[config.mk]
export PLATFORM = sky130hd
export DESIGN_NAME = face_dof_orientation_index_core
export DESIGN_NICKNAME = d
export VERILOG_FILES = /design/src/hdl/fdoi_pkg.sv /design/src/hdl/face_dof_orientation_index_core.sv /design/src/hdl/fdoi_front.sv /design/src/hdl/fdoi_div_stage.sv /design/src/hdl/fdoi_back.sv
export SDC_FILE = /design/constraint.sdc
export NUM_CORES = 1
export LEC_CHECK = 0
export BUFFER_PORTS_ARGS = -buffer_cell sky130_fd_sc_hd__buf_2
export CAP_MARGIN = 15
export CELL_PAD_IN_SITES_DETAIL_PLACEMENT = 0
export CELL_PAD_IN_SITES_GLOBAL_PLACEMENT = 1
export CORE_MARGIN = 2
export CORE_UTILIZATION = 30
export DETAILED_ROUTE_END_ITERATION = 8
export GPL_ROUTABILITY_DRIVEN = 0
export PLACE_DENSITY_LB_ADDON = 0.1
export SYNTH_ARGS = -nofsm -noshare
export SYNTH_HDL_FRONTEND = slang
export SYNTH_SLANG_ARGS = --single-unit
[constraint.sdc]
create_clock -name clock -period 9.6 [get_ports clock]
set_input_delay 0.96 -clock clock [delete_from_list [all_inputs] [get_ports clock]]
set_output_delay 0.96 -clock clock [all_outputs]
set_load 0.01 [all_outputs]
[src/hdl/fdoi_pkg.sv]
// Shared types, constants and helper functions for the face DOF orientation index core.
// Used by every module under hdl/. It depends on nothing else.

package fdoi_pkg;

   // Field widths
   localparam int FACE_W = 3;
   localparam int ORI_W  = 3;
   localparam int DOF_W  = 8;
   localparam int N_W    = 5;
   localparam int DIM_W  = 2;
   localparam int ERR_W  = 2;

   // Largest edge DOF count the mapping honors; larger counts saturate to it
   localparam int MAX_DOFS_PER_EDGE = 16;

   // Restoring divider layout: quotient bits retired per stage, and stage count
   localparam int DIV_BITS_PER_STAGE = 2;
   localparam int DIV_STAGES         = DOF_W / DIV_BITS_PER_STAGE;

   // Dimension codes; any other value maps as 1D
   localparam logic [DIM_W-1:0] DIM_PLANAR  = 2'd2;
   localparam logic [DIM_W-1:0] DIM_SPATIAL = 2'd3;

   // Register indexes of the configuration port
   localparam logic CSR_DIMENSION     = 1'b0;
   localparam logic CSR_DOFS_PER_EDGE = 1'b1;

   // Face numbers with their own handling
   localparam logic [FACE_W-1:0] FACE_LAST_PLANAR_KEEP = 3'd1;
   localparam logic [FACE_W-1:0] FACE_FIRST_INVALID    = 3'd6;
   localparam logic [FACE_W-1:0] FACE_ZERO             = 3'd0;
   localparam logic [FACE_W-1:0] FACE_THREE            = 3'd3;
   localparam logic [FACE_W-1:0] FACE_FOUR             = 3'd4;

   typedef enum logic [ERR_W-1:0] {
      ERR_NONE  = 2'd0,
      ERR_FACE  = 2'd1,
      ERR_RANGE = 2'd2
   } err_type;

   // Face groups that share one orientation table
   typedef enum logic [1:0] {
      GRP_FACE0  = 2'd0,
      GRP_SIDE   = 2'd1,
      GRP_FACE34 = 2'd2
   } grp_type;

   // Coordinate selectors: a, b, and their complements n-1-a, n-1-b
   typedef enum logic [1:0] {
      SEL_A  = 2'd0,
      SEL_B  = 2'd1,
      SEL_AC = 2'd2,
      SEL_BC = 2'd3
   } sel_type;

   typedef struct packed {
      sel_type k1;
      sel_type k2;
   } sel_pair_type;

   // Item carried down the pipeline
   typedef struct packed {
      err_type          err;      // error code, final from the front stage on
      logic             use_3d;   // result comes from the spatial mapping
      logic [DOF_W-1:0] direct;   // result for 1D/2D and for errors
      grp_type          grp;
      logic [ORI_W-1:0] ori;
      logic [DOF_W-1:0] quo;      // dividend bits shift out, quotient bits shift in
      logic [N_W-1:0]   rem;      // partial remainder
   } item_type;

   localparam sel_pair_type SEL_TAB_FACE0 [8] = '{
      '{SEL_A,  SEL_BC}, '{SEL_BC, SEL_A }, '{SEL_BC, SEL_AC}, '{SEL_AC, SEL_BC},
      '{SEL_AC, SEL_B }, '{SEL_B,  SEL_AC}, '{SEL_B,  SEL_A }, '{SEL_A,  SEL_B }
   };
   localparam sel_pair_type SEL_TAB_SIDE [8] = '{
      '{SEL_A,  SEL_B }, '{SEL_B,  SEL_A }, '{SEL_B,  SEL_AC}, '{SEL_AC, SEL_B },
      '{SEL_AC, SEL_BC}, '{SEL_BC, SEL_AC}, '{SEL_BC, SEL_A }, '{SEL_A,  SEL_BC}
   };
   localparam sel_pair_type SEL_TAB_FACE34 [8] = '{
      '{SEL_AC, SEL_B }, '{SEL_B,  SEL_AC}, '{SEL_B,  SEL_A }, '{SEL_A,  SEL_B },
      '{SEL_A,  SEL_BC}, '{SEL_BC, SEL_A }, '{SEL_BC, SEL_AC}, '{SEL_AC, SEL_BC}
   };

   // Look up the selector pair for a face group and orientation
   function automatic sel_pair_type sel_lookup(grp_type grp, logic [ORI_W-1:0] ori);
      sel_pair_type pair;
      case (grp)
         GRP_SIDE:   pair = SEL_TAB_SIDE[ori];
         GRP_FACE34: pair = SEL_TAB_FACE34[ori];
         default:    pair = SEL_TAB_FACE0[ori];
      endcase
      return pair;
   endfunction

   // Pick one coordinate by selector
   function automatic logic [N_W-1:0] pick(sel_type sel, logic [N_W-1:0] a,
                                           logic [N_W-1:0] b, logic [N_W-1:0] n);
      logic [N_W-1:0] val;
      case (sel)
         SEL_A:   val = a;
         SEL_B:   val = b;
         SEL_AC:  val = n - N_W'(1) - a;
         default: val = n - N_W'(1) - b;
      endcase
      return val;
   endfunction

endpackage

[src/hdl/face_dof_orientation_index_core.sv]
// Face DOF orientation index core: maps a DOF index within an element face to its index
// after the face is reoriented. It takes one request per clock while the response side is
// ready and returns one response per request, in order, through one decode stage, four
// divider stages that each retire two quotient bits of d / n, and one stage that applies
// the orientation and forms k1 + n*k2. Every stage holds its own valid bit, so
// bubbles close up under backpressure. Configuration registers (index 0 dimension, index 1
// DOFs per edge) are written through the csr_ port, which is always ready, and must only be
// written while no request is in flight. Errors return local_index zero with error code
// 1 (face 6 or 7 in 3D) or 2 (index out of range).
// Depends on fdoi_pkg, fdoi_front, fdoi_div_stage and fdoi_back.

module face_dof_orientation_index_core
   import fdoi_pkg::*;
(
   input  logic        clock,
   input  logic        reset,
   // Requests
   input  logic        req_tvalid,
   output logic        req_tready,
   input  logic [15:0] req_tdata,   // face_id[2:0], orientation[5:3], face_dof[13:6], zero pad
   // Responses
   output logic        rsp_tvalid,
   input  logic        rsp_tready,
   output logic [7:0]  rsp_tdata,   // local_index[7:0]
   output logic [1:0]  rsp_tuser,   // error_code[1:0]
   // Configuration writes
   input  logic        csr_valid,
   output logic        csr_ready,
   input  logic        csr_index,
   input  logic [4:0]  csr_data
);

   logic [DIM_W-1:0] dimension_ff;
   logic [N_W-1:0]   dofs_ff;
   logic [N_W-1:0]   n_eff;

   logic     stage_valid [DIV_STAGES+1];
   logic     stage_ready [DIV_STAGES+1];
   item_type stage_item  [DIV_STAGES+1];

   // Hold configuration registers
   assign csr_ready = 1'b1;

   always_ff @(posedge clock) begin
      if (reset) begin
         dimension_ff <= DIM_SPATIAL;
         dofs_ff      <= N_W'(2);
      end else if (csr_valid) begin
         case (csr_index)
            CSR_DIMENSION:     dimension_ff <= csr_data[DIM_W-1:0];
            CSR_DOFS_PER_EDGE: dofs_ff      <= csr_data;
            default:           dofs_ff      <= dofs_ff;
         endcase
      end
   end

   // Clamp n to the range 1 .. MAX_DOFS_PER_EDGE
   always_comb begin
      if (dofs_ff == '0) begin
         n_eff = N_W'(1);
      end else if (32'(dofs_ff) > 32'(MAX_DOFS_PER_EDGE)) begin
         n_eff = N_W'(MAX_DOFS_PER_EDGE);
      end else begin
         n_eff = dofs_ff;
      end
   end

   fdoi_front u_front (
      .clock       (clock),
      .reset       (reset),
      .dimension   (dimension_ff),
      .n           (n_eff),
      .in_valid    (req_tvalid),
      .in_ready    (req_tready),
      .face_id     (req_tdata[2:0]),
      .orientation (req_tdata[5:3]),
      .face_dof    (req_tdata[13:6]),
      .out_valid   (stage_valid[0]),
      .out_ready   (stage_ready[0]),
      .out_item    (stage_item[0])
   );

   for (genvar s = 0; s < DIV_STAGES; s++) begin : g_div
      fdoi_div_stage u_div (
         .clock     (clock),
         .reset     (reset),
         .n         (n_eff),
         .in_valid  (stage_valid[s]),
         .in_ready  (stage_ready[s]),
         .in_item   (stage_item[s]),
         .out_valid (stage_valid[s+1]),
         .out_ready (stage_ready[s+1]),
         .out_item  (stage_item[s+1])
      );
   end

   fdoi_back u_back (
      .clock       (clock),
      .reset       (reset),
      .n           (n_eff),
      .in_valid    (stage_valid[DIV_STAGES]),
      .in_ready    (stage_ready[DIV_STAGES]),
      .in_item     (stage_item[DIV_STAGES]),
      .out_valid   (rsp_tvalid),
      .out_ready   (rsp_tready),
      .local_index (rsp_tdata),
      .error_code  (rsp_tuser)
   );

   // An error response always carries index zero
   assert property (@(posedge clock) disable iff (reset)
      rsp_tvalid && (rsp_tuser != ERR_NONE) |-> rsp_tdata == '0)
      else $error("error response with nonzero local_index");

   // No response code beyond the defined ones
   assert property (@(posedge clock) disable iff (reset)
      rsp_tvalid |-> (rsp_tuser == ERR_NONE) || (rsp_tuser == ERR_FACE)
                     || (rsp_tuser == ERR_RANGE))
      else $error("undefined error_code on response");

   // Reset empties the pipeline
   assert property (@(posedge clock) reset |=> !rsp_tvalid)
      else $error("response valid right after reset");

endmodule

[src/hdl/fdoi_front.sv]
// Front stage: decodes the request, checks face and index range, settles 1D/2D results.
// Depends on fdoi_pkg.

module fdoi_front
   import fdoi_pkg::*;
(
   input  logic              clock,
   input  logic              reset,
   input  logic [DIM_W-1:0]  dimension,
   input  logic [N_W-1:0]    n,
   input  logic              in_valid,
   output logic              in_ready,
   input  logic [FACE_W-1:0] face_id,
   input  logic [ORI_W-1:0]  orientation,
   input  logic [DOF_W-1:0]  face_dof,
   output logic              out_valid,
   input  logic              out_ready,
   output item_type          out_item
);

   logic     valid_ff;
   item_type item_ff;
   item_type item_in;
   logic [2*N_W-1:0] n_sq;

   assign n_sq = (2*N_W)'(n) * (2*N_W)'(n);

   // Decode the request into a pipeline item
   always_comb begin
      item_in        = '0;
      item_in.err    = ERR_NONE;
      item_in.ori    = orientation;
      item_in.quo    = face_dof;
      item_in.rem    = '0;
      case (face_id)
         FACE_ZERO:             item_in.grp = GRP_FACE0;
         FACE_THREE, FACE_FOUR: item_in.grp = GRP_FACE34;
         default:               item_in.grp = GRP_SIDE;
      endcase
      case (dimension)
         DIM_PLANAR: begin
            if ({3'b0, n} <= face_dof) begin
               item_in.err = ERR_RANGE;
            end else if (face_id <= FACE_LAST_PLANAR_KEEP) begin
               item_in.direct = face_dof;
            end else begin
               item_in.direct = DOF_W'(n) - DOF_W'(1) - face_dof;
            end
         end
         DIM_SPATIAL: begin
            if (face_id >= FACE_FIRST_INVALID) begin
               item_in.err = ERR_FACE;
            end else if (n_sq <= (2*N_W)'(face_dof)) begin
               item_in.err = ERR_RANGE;
            end else begin
               item_in.use_3d = 1'b1;
            end
         end
         default: begin
            item_in.direct = face_dof;
         end
      endcase
   end

   assign in_ready = !valid_ff || out_ready;

   // Advance when the next stage takes the held item or none is held
   always_ff @(posedge clock) begin
      if (reset) begin
         valid_ff <= 1'b0;
      end else if (in_ready) begin
         valid_ff <= in_valid;
      end
   end

   always_ff @(posedge clock) begin
      if (in_ready) begin
         item_ff <= item_in;
      end
   end

   assign out_valid = valid_ff;
   assign out_item  = item_ff;

endmodule

[src/hdl/fdoi_div_stage.sv]
// One stage of the pipelined restoring divider that splits the DOF index by n.
// Depends on fdoi_pkg.

module fdoi_div_stage
   import fdoi_pkg::*;
(
   input  logic           clock,
   input  logic           reset,
   input  logic [N_W-1:0] n,
   input  logic           in_valid,
   output logic           in_ready,
   input  item_type       in_item,
   output logic           out_valid,
   input  logic           out_ready,
   output item_type       out_item
);

   logic     valid_ff;
   item_type item_ff;
   item_type item_in;

   // Retire DIV_BITS_PER_STAGE quotient bits: shift, trial subtract, restore
   always_comb begin
      logic [N_W:0] trial;
      item_in = in_item;
      for (int i = 0; i < DIV_BITS_PER_STAGE; i++) begin
         trial       = {item_in.rem, item_in.quo[DOF_W-1]};
         item_in.quo = {item_in.quo[DOF_W-2:0], 1'b0};
         if (trial >= {1'b0, n}) begin
            trial          = trial - {1'b0, n};
            item_in.quo[0] = 1'b1;
         end
         item_in.rem = trial[N_W-1:0];
      end
   end

   assign in_ready = !valid_ff || out_ready;

   always_ff @(posedge clock) begin
      if (reset) begin
         valid_ff <= 1'b0;
      end else if (in_ready) begin
         valid_ff <= in_valid;
      end
   end

   always_ff @(posedge clock) begin
      if (in_ready) begin
         item_ff <= item_in;
      end
   end

   assign out_valid = valid_ff;
   assign out_item  = item_ff;

endmodule

[src/hdl/fdoi_back.sv]
// Back stage: applies the orientation permutation and forms k1 + n*k2, output register.
// Depends on fdoi_pkg.

module fdoi_back
   import fdoi_pkg::*;
(
   input  logic              clock,
   input  logic              reset,
   input  logic [N_W-1:0]    n,
   input  logic              in_valid,
   output logic              in_ready,
   input  item_type          in_item,
   output logic              out_valid,
   input  logic              out_ready,
   output logic [DOF_W-1:0]  local_index,
   output logic [ERR_W-1:0]  error_code
);

   logic             valid_ff;
   logic [DOF_W-1:0] index_ff;
   logic [DOF_W-1:0] index_in;
   logic [ERR_W-1:0] err_ff;
   sel_pair_type     pair;
   logic [N_W-1:0]   k1;
   logic [N_W-1:0]   k2;
   logic [2*N_W-1:0] full;

   // Remainder is a, quotient is b
   always_comb begin
      pair = sel_lookup(in_item.grp, in_item.ori);
      k1   = pick(pair.k1, in_item.rem, in_item.quo[N_W-1:0], n);
      k2   = pick(pair.k2, in_item.rem, in_item.quo[N_W-1:0], n);
      full = (2*N_W)'(n) * (2*N_W)'(k2) + (2*N_W)'(k1);
      index_in = in_item.use_3d ? full[DOF_W-1:0] : in_item.direct;
   end

   assign in_ready = !valid_ff || out_ready;

   always_ff @(posedge clock) begin
      if (reset) begin
         valid_ff <= 1'b0;
      end else if (in_ready) begin
         valid_ff <= in_valid;
      end
   end

   always_ff @(posedge clock) begin
      if (in_ready) begin
         index_ff <= index_in;
         err_ff   <= in_item.err;
      end
   end

   assign out_valid   = valid_ff;
   assign local_index = index_ff;
   assign error_code  = err_ff;

endmodule

---- After elaboration in Yosys (flattened, before gate mapping) ----
Memories as Yosys holds them, arrays and structs flattened.
Cells that the tools add are included.
word-level totals
  bits in registers ....................... 160
  ROM bits ................................ 96
  bits of input ports ..................... 27
  output and inout bits ................... 13
  logic and storage cells ................. 147
  memories ................................ 3
operators by class
  $add $sub $neg .......................... 14
  multiply operators ...................... 2
  $lt $le $gt $ge ......................... 14
  equality and inequality tests ........... 10
  multiplexer cells ....................... 37
  bitwise operators ....................... 3
  reductions and logical operators ........ 20
memories
  name              words  bits a word  read ports  clocked after Yosys merged registers in  write ports  RTL line        RTL
  (name not given)  8      4            1           0                                        0            fdoi_pkg.sv:91  GRP_FACE34: pair = SEL_TAB_FACE34[ori];
  (name not given)  8      4            1           0                                        0            fdoi_pkg.sv:92  default: pair = SEL_TAB_FACE0[ori];
  (name not given)  8      4            1           0                                        0            fdoi_pkg.sv:90  GRP_SIDE: pair = SEL_TAB_SIDE[ori];
operators by type and width
  cell                                                                count
  5-bit two-way mux                                                   10
  5-bit subtractor                                                    9
  6-bit by 5-bit >= comparator with 1-bit output                      7
  5-bit one-hot mux with 3 select lines                               2
  4-bit two-way mux                                                   6
  8-bit two-way mux                                                   3
  8-bit one-hot mux with 2 select lines                               1
  2-bit == test, second input constant                                5
  10-bit by 8-bit less-or-equal comparator with 1-bit output          1
  5-bit by 5-bit multiplier with 10-bit output                        1
  1-bit two-way mux                                                   9
  8-bit by 5-bit adder with 8-bit output                              1
  5-bit by 8-bit less-or-equal comparator with 1-bit output           1
  5-bit by 5-bit multiplier with 8-bit output                         1
  2-bit one-hot mux with 2 select lines                               2
  4-bit one-hot mux with 2 select lines                               1
  8-bit subtractor                                                    1
  2-bit by 1-bit == test with 1-bit output, second input constant     3
  1-bit logical NOT                                                   6
  1-bit logical OR                                                    6
  2-bit two-way mux                                                   3
  5-bit by 1-bit subtractor with 6-bit output, second input constant  1
  1-bit by 5-bit >= comparator with 1-bit output                      1
  5-bit > comparator, second input constant                           1
  other kinds (14)                                                    18

---- Longest topological paths before layout ----
  word-level depth ........................ 10
  depth in mapped cells ................... 27
  mapped depth without buffers ............ 26

---- Hierarchy ----
From an unflattened synthesis, not the netlist that was laid out.
unflattened totals
  cells, all modules ...................... 861
  area, all modules ....................... 10443.8 µm²
modules (own cells, without submodules)
  module                               times used  cells each  area each (µm²)  seq. area each (µm²)
  fdoi_div_stage (g_div[1].u_div ...)  2           98          1447.6           890.9
  fdoi_div_stage (g_div[0].u_div ...)  2           96          1427.6           890.9
  fdoi_front                           1           223         2219.6           740.7
  fdoi_back                            1           210         2119.5           320.3
  face_dof_orientation_index_core      1           40          354.1            140.1

---- Worst setup path before layout ----
Ideal clock, no wire load.
  kind .................................... register to register
  start ................................... reg dofs_ff[4]
  end ..................................... reg u_back.index_ff[7] (netlist: u_back.local_index[7]) (data pin)
  setup time .............................. 258 ps
  arrival time ............................ 5559 ps
  data required time ...................... 9342 ps
  setup slack ............................. 3783 ps
  stages on the path, launching flop included .. 24
  path buffers ............................ 1
  period minus slack after synthesis ...... 5817 ps
  cell sequence ........................... dfxtp_1 buf_4 inv_2 nand2_1 ha_1 fa_1 nand2b_1 a21oi_1 xor2_1 nand2_1 xnor2_1 mux2i_1 nand2b_1 fa_1 fa_1 fa_1 inv_1 ha_1 a21oi_1 o21bai_1 a21oi_1 xnor2_1 and4_1 o31ai_2
on the way
  longest elaborated chain between the ends .. 9
  elaborated cells on any way between the ends .. 12
  classes of those cells .................. add/sub (4); mul (1); order compare (1); mux (5); reduce/logical (1)
ends and longest elaborated chain
  what                                         RTL line                               RTL
  start, declared                              face_dof_orientation_index_core.sv:34  logic [N_W-1:0] dofs_ff;
  start signal, assigned                       face_dof_orientation_index_core.sv:51  CSR_DOFS_PER_EDGE: dofs_ff <= csr_data;
  start signal, assigned                       face_dof_orientation_index_core.sv:52  default: dofs_ff <= dofs_ff;
  5-bit > comparator                           face_dof_orientation_index_core.sv:61  end else if (32'(dofs_ff) > 32'(MAX_DOFS_PER_EDGE)) begin
  5-bit two-way mux                            face_dof_orientation_index_core.sv:61
  5-bit two-way mux *                          face_dof_orientation_index_core.sv:59  if (dofs_ff == '0) begin
  5-bit by 1-bit subtractor with 5-bit output  fdoi_pkg.sv:104, fdoi_pkg.sv:105
  5-bit subtractor, on equally long branches   fdoi_pkg.sv:105, fdoi_pkg.sv:104
  5-bit one-hot mux with 3 select lines        fdoi_pkg.sv:101                        case (sel)
  5-bit by 5-bit multiplier with 8-bit output  fdoi_back.sv:33                        full = (2*N_W)'(n) * (2*N_W)'(k2) + (2*N_W)'(k1);
  8-bit by 5-bit adder with 8-bit output *     fdoi_back.sv:33
  8-bit two-way mux *                          fdoi_back.sv:34                        index_in = in_item.use_3d ? full[DOF_W-1:0] : in_item.direct;
  net u_back.index_in[7]                       fdoi_back.sv:21                        logic [DOF_W-1:0] index_in;
  end signal, assigned                         fdoi_back.sv:49                        index_ff <= index_in;
  end, declared                                fdoi_back.sv:20                        logic [DOF_W-1:0] index_ff;
The timed path passes the listed nets; every way through them passes the cells marked *.
A chain may end at the register's enable or synchronous reset.

---- Worst setup path in the final report ----
  start ................................... reg dofs_ff[2]
  end ..................................... reg u_back.index_ff[7] (netlist: u_back.local_index[7]) (data pin)
The elaborated chain is that of the path after synthesis.

==> out/qor.csv <==
metric,value,unit
status,completed,
syn2layout_area_growth,14.57,%
drc,0,
antenna_found_initial,0,
clk_latency,0.42,ns
start_util,0.3070,
avgRoutedWirePerCell,16.36,um
cp-end-kind,flip-flop,
track_usage,0.1329,
tritoncts,done,
ir_worst_vdd,115.7,uV
timing.fmax,138.3,MHz
hold_ws,0.4179,ns
synthCells,766,
finalSetupViolations,0,
seq_area_frac_synth,0.4848,
synth.avg_cell_area,11.94,um2
hold_viol,0,
yosys_warnings,0,
slowest_stage,o21ai_1,
fin_skew,0.01133,ns
fin_setup_tns,0,ns
cp.depth,23,
synth_area_leaders,"edfxtp_1 46%, ha_1 13%, fa_1 5.7%",
crit_path_max_fanout,15,
fill_cells,2982,
period_minus_slack,7.232,ns
rows,63,
placed_cell_area,9807,um2
dieArea,31900,um2
cts_buffers,17,
core_area,29800,um2
netlist.area_leader.share,0.4564,
relSlewSlack,0.2407,
leakage,4.569,nW
grt_pass1_vias,6088,
layout_commonest_cell,edfxtp_1,
synth-async-reset-ratio,0,
place_hpwl,15130,um
cts_buffer_depth,2,
cts.clk_slew.worst_paths,0.07,ns
period_share,0.7533,
drt_iter0_drc,293,
via_count,5721,
final_cell_mix,"139 x edfxtp_1, 97 x ha_1, 85 x inv_1, 56 x nor2_1, 46 x nand2_1",
max_stage_delay,0.66,ns
crit_top_cell,fa_1,
syn_area,9146,um2
cts_resized,0,
synthDistinctLibCells,62,
insertedDiodeCount,0,
min_path_type,reg2reg,
ys_ff_latch,152,
root_buffer,clkbuf_16,
totalWireLength,20020,um
final_layout_size_suffix_gt1_frac,0.1307,
worst_slack,2.368,ns
rsz0062_at_grt,no,
grt_max_degree,28,
first_pass_iters,5,
grt.overflow.total,0,
synth_ff_type,edfxtp_1,
tightestPinTransition,1.132,ns
crit_chain,nor3_1 -> o21ai_1 -> inv_1 -> ha_1 -> fa_1 -> nand2b_1 -> a21oi_1 -> xor2_1 -> nand2_1 -> xnor2_1 -> mux2i_1 -> nand2b_1 -> fa_1 -> fa_1 -> fa_1 -> inv_1 -> ha_1 -> a21oi_1 -> o21bai_1 -> a21oi_1 -> xnor2_1 -> and4_1 -> o31ai_2,
ctsHtreeMaxLevel,4,
io_buffers,36,
critical_path_class,reg2reg,
ant_nets,0,
fin_area,10480,um2
cp.required,9.77,ns
path_buf_inv,2,
fp.dieH,178.6,um
startpoint_type,flip-flop,
dp_slack,2.415,ns
avgViaCountPerCell,4.674,
p_per_area,294.1,nW/um2
synth-edff-count,139,
drv_slew,0,
io_pins,40,
drv_cap,0,
rr_worst_depth,23,
cts_sinks,152,
cp_top_family,adder cells,
yosys.area.top_type,edfxtp_1,
hold_depth,0,
grt_pass1_wl,32150,um
cts_hold_buf,0,
die_w,178.6,um
final_nets,971,
cts_setup_buffers,0,
worstPathArrival,7.40,ns
-- power by group --
| group | internal [mW] | leakage, nW | switching [mW] |
|---|---|---|---|
| Combinational | 0.649 | 2.61 | 0.794 |
| Sequential | 0.883 | 1.66 | 0.0565 |
| Clock | 0.400 | 0.301 | 0.300 |
| Total | 1.93 | 4.57 | 1.15 |
-- final timing paths --
path	startpoint	slack [ns]	end
min reg2reg	g_div[1].u_div.out_item[16]$_DFFE_PP_	0.42	g_div[2].u_div.out_item[16]$_DFFE_PP_
max	dofs_ff[2]$_SDFFE_PP0P_	2.37	u_back.local_index[7]$_DFFE_PP_
min	g_div[1].u_div.out_item[16]$_DFFE_PP_	0.42	g_div[2].u_div.out_item[16]$_DFFE_PP_
max reg2reg	dofs_ff[2]$_SDFFE_PP0P_	2.37	u_back.local_index[7]$_DFFE_PP_
-- metrics by stage --
step	instances	utilization	power [mW]
floorplan	770	-	2.060
global placement	1190	0.3291	2.388
detailed placement	1190	0.3291	2.411
CTS	1222	0.3503	3.133
global route	1224	0.3517	3.353
finish	1224	0.3517	3.082
-- cell families (layout without fill, tap and decap cells) --
kind of cell,Yosys count,after routing,synth area share
compound gates,140,140,0.1040
xor+xnor,45,45,0.04309
fa+ha+maj,123,123,0.1896
buf+inv,100,164,0.04350
flops,152,152,0.4848
mux,32,32,0.04405
other cells,2,6,0.0008211
simple gates,172,172,0.09015
-- state kept, by name, indices dropped and copies added, names as in the netlist --
signal and count:
dofs_ff 5, dimension_ff 2, g_div.u_div.out_item 105, u_front.out_item 24, u_front.out_valid 1, g_div.u_div.out_valid 4, u_back.error_code 2, u_back.out_valid 1
u_back.local_index 8
-- cell usage after synthesis (all sizes together), types with 7 or more instances --
library cell and number:
dfxtp 13, nor2 56, o31ai 7, nand2 47
a21oi 45, mux2i 11, nor2b 13, mux2 16
o21ai 26, fa 26, a21o 18, edfxtp 139
and2 9, xnor2 25, nand3 7, buf 8
ha 97, inv 88, xor2 20, nand2b 10
-- cell type report --
type                    count  area (um2)  area share
clock inverters            15       203.9     0.01946
inverters                  88       330.3     0.03152
multi-input cells         518        4329      0.4131
repair buffers             44       267.8     0.02555
flip-flops and latches    152        4434      0.4232
clock buffers              17       425.4     0.04060
well taps                 390       488.0     0.04657
-- routing by layer --
metal | global-route usage | wire length [um] | vias to the layer above
li1 | - | - | 2833
met1 | 0.1831 | 9874 | 2774
met2 | 0.2173 | 9260 | 100
met3 | 0.02408 | 664 | 14
met4 | 0.03083 | 218 | 0
met5 | 0 | 0 | -
-- worst register-to-register path, stage by stage (launching register included) --
cell	delay, ns
dfxtp_1	0.52
nor3_1	0.14
o21ai_1	0.66
inv_1	0.66
ha_1	0.46
fa_1	0.43
nand2b_1	0.17
a21oi_1	0.17
xor2_1	0.20
nand2_1	0.12
xnor2_1	0.18
mux2i_1	0.14
nand2b_1	0.22
fa_1	0.54
fa_1	0.52
fa_1	0.54
inv_1	0.04
ha_1	0.32
a21oi_1	0.23
o21bai_1	0.10
a21oi_1	0.20
xnor2_1	0.16
and4_1	0.21
o31ai_2	0.06
No activity file was read; power rests on OpenSTA's default activity.
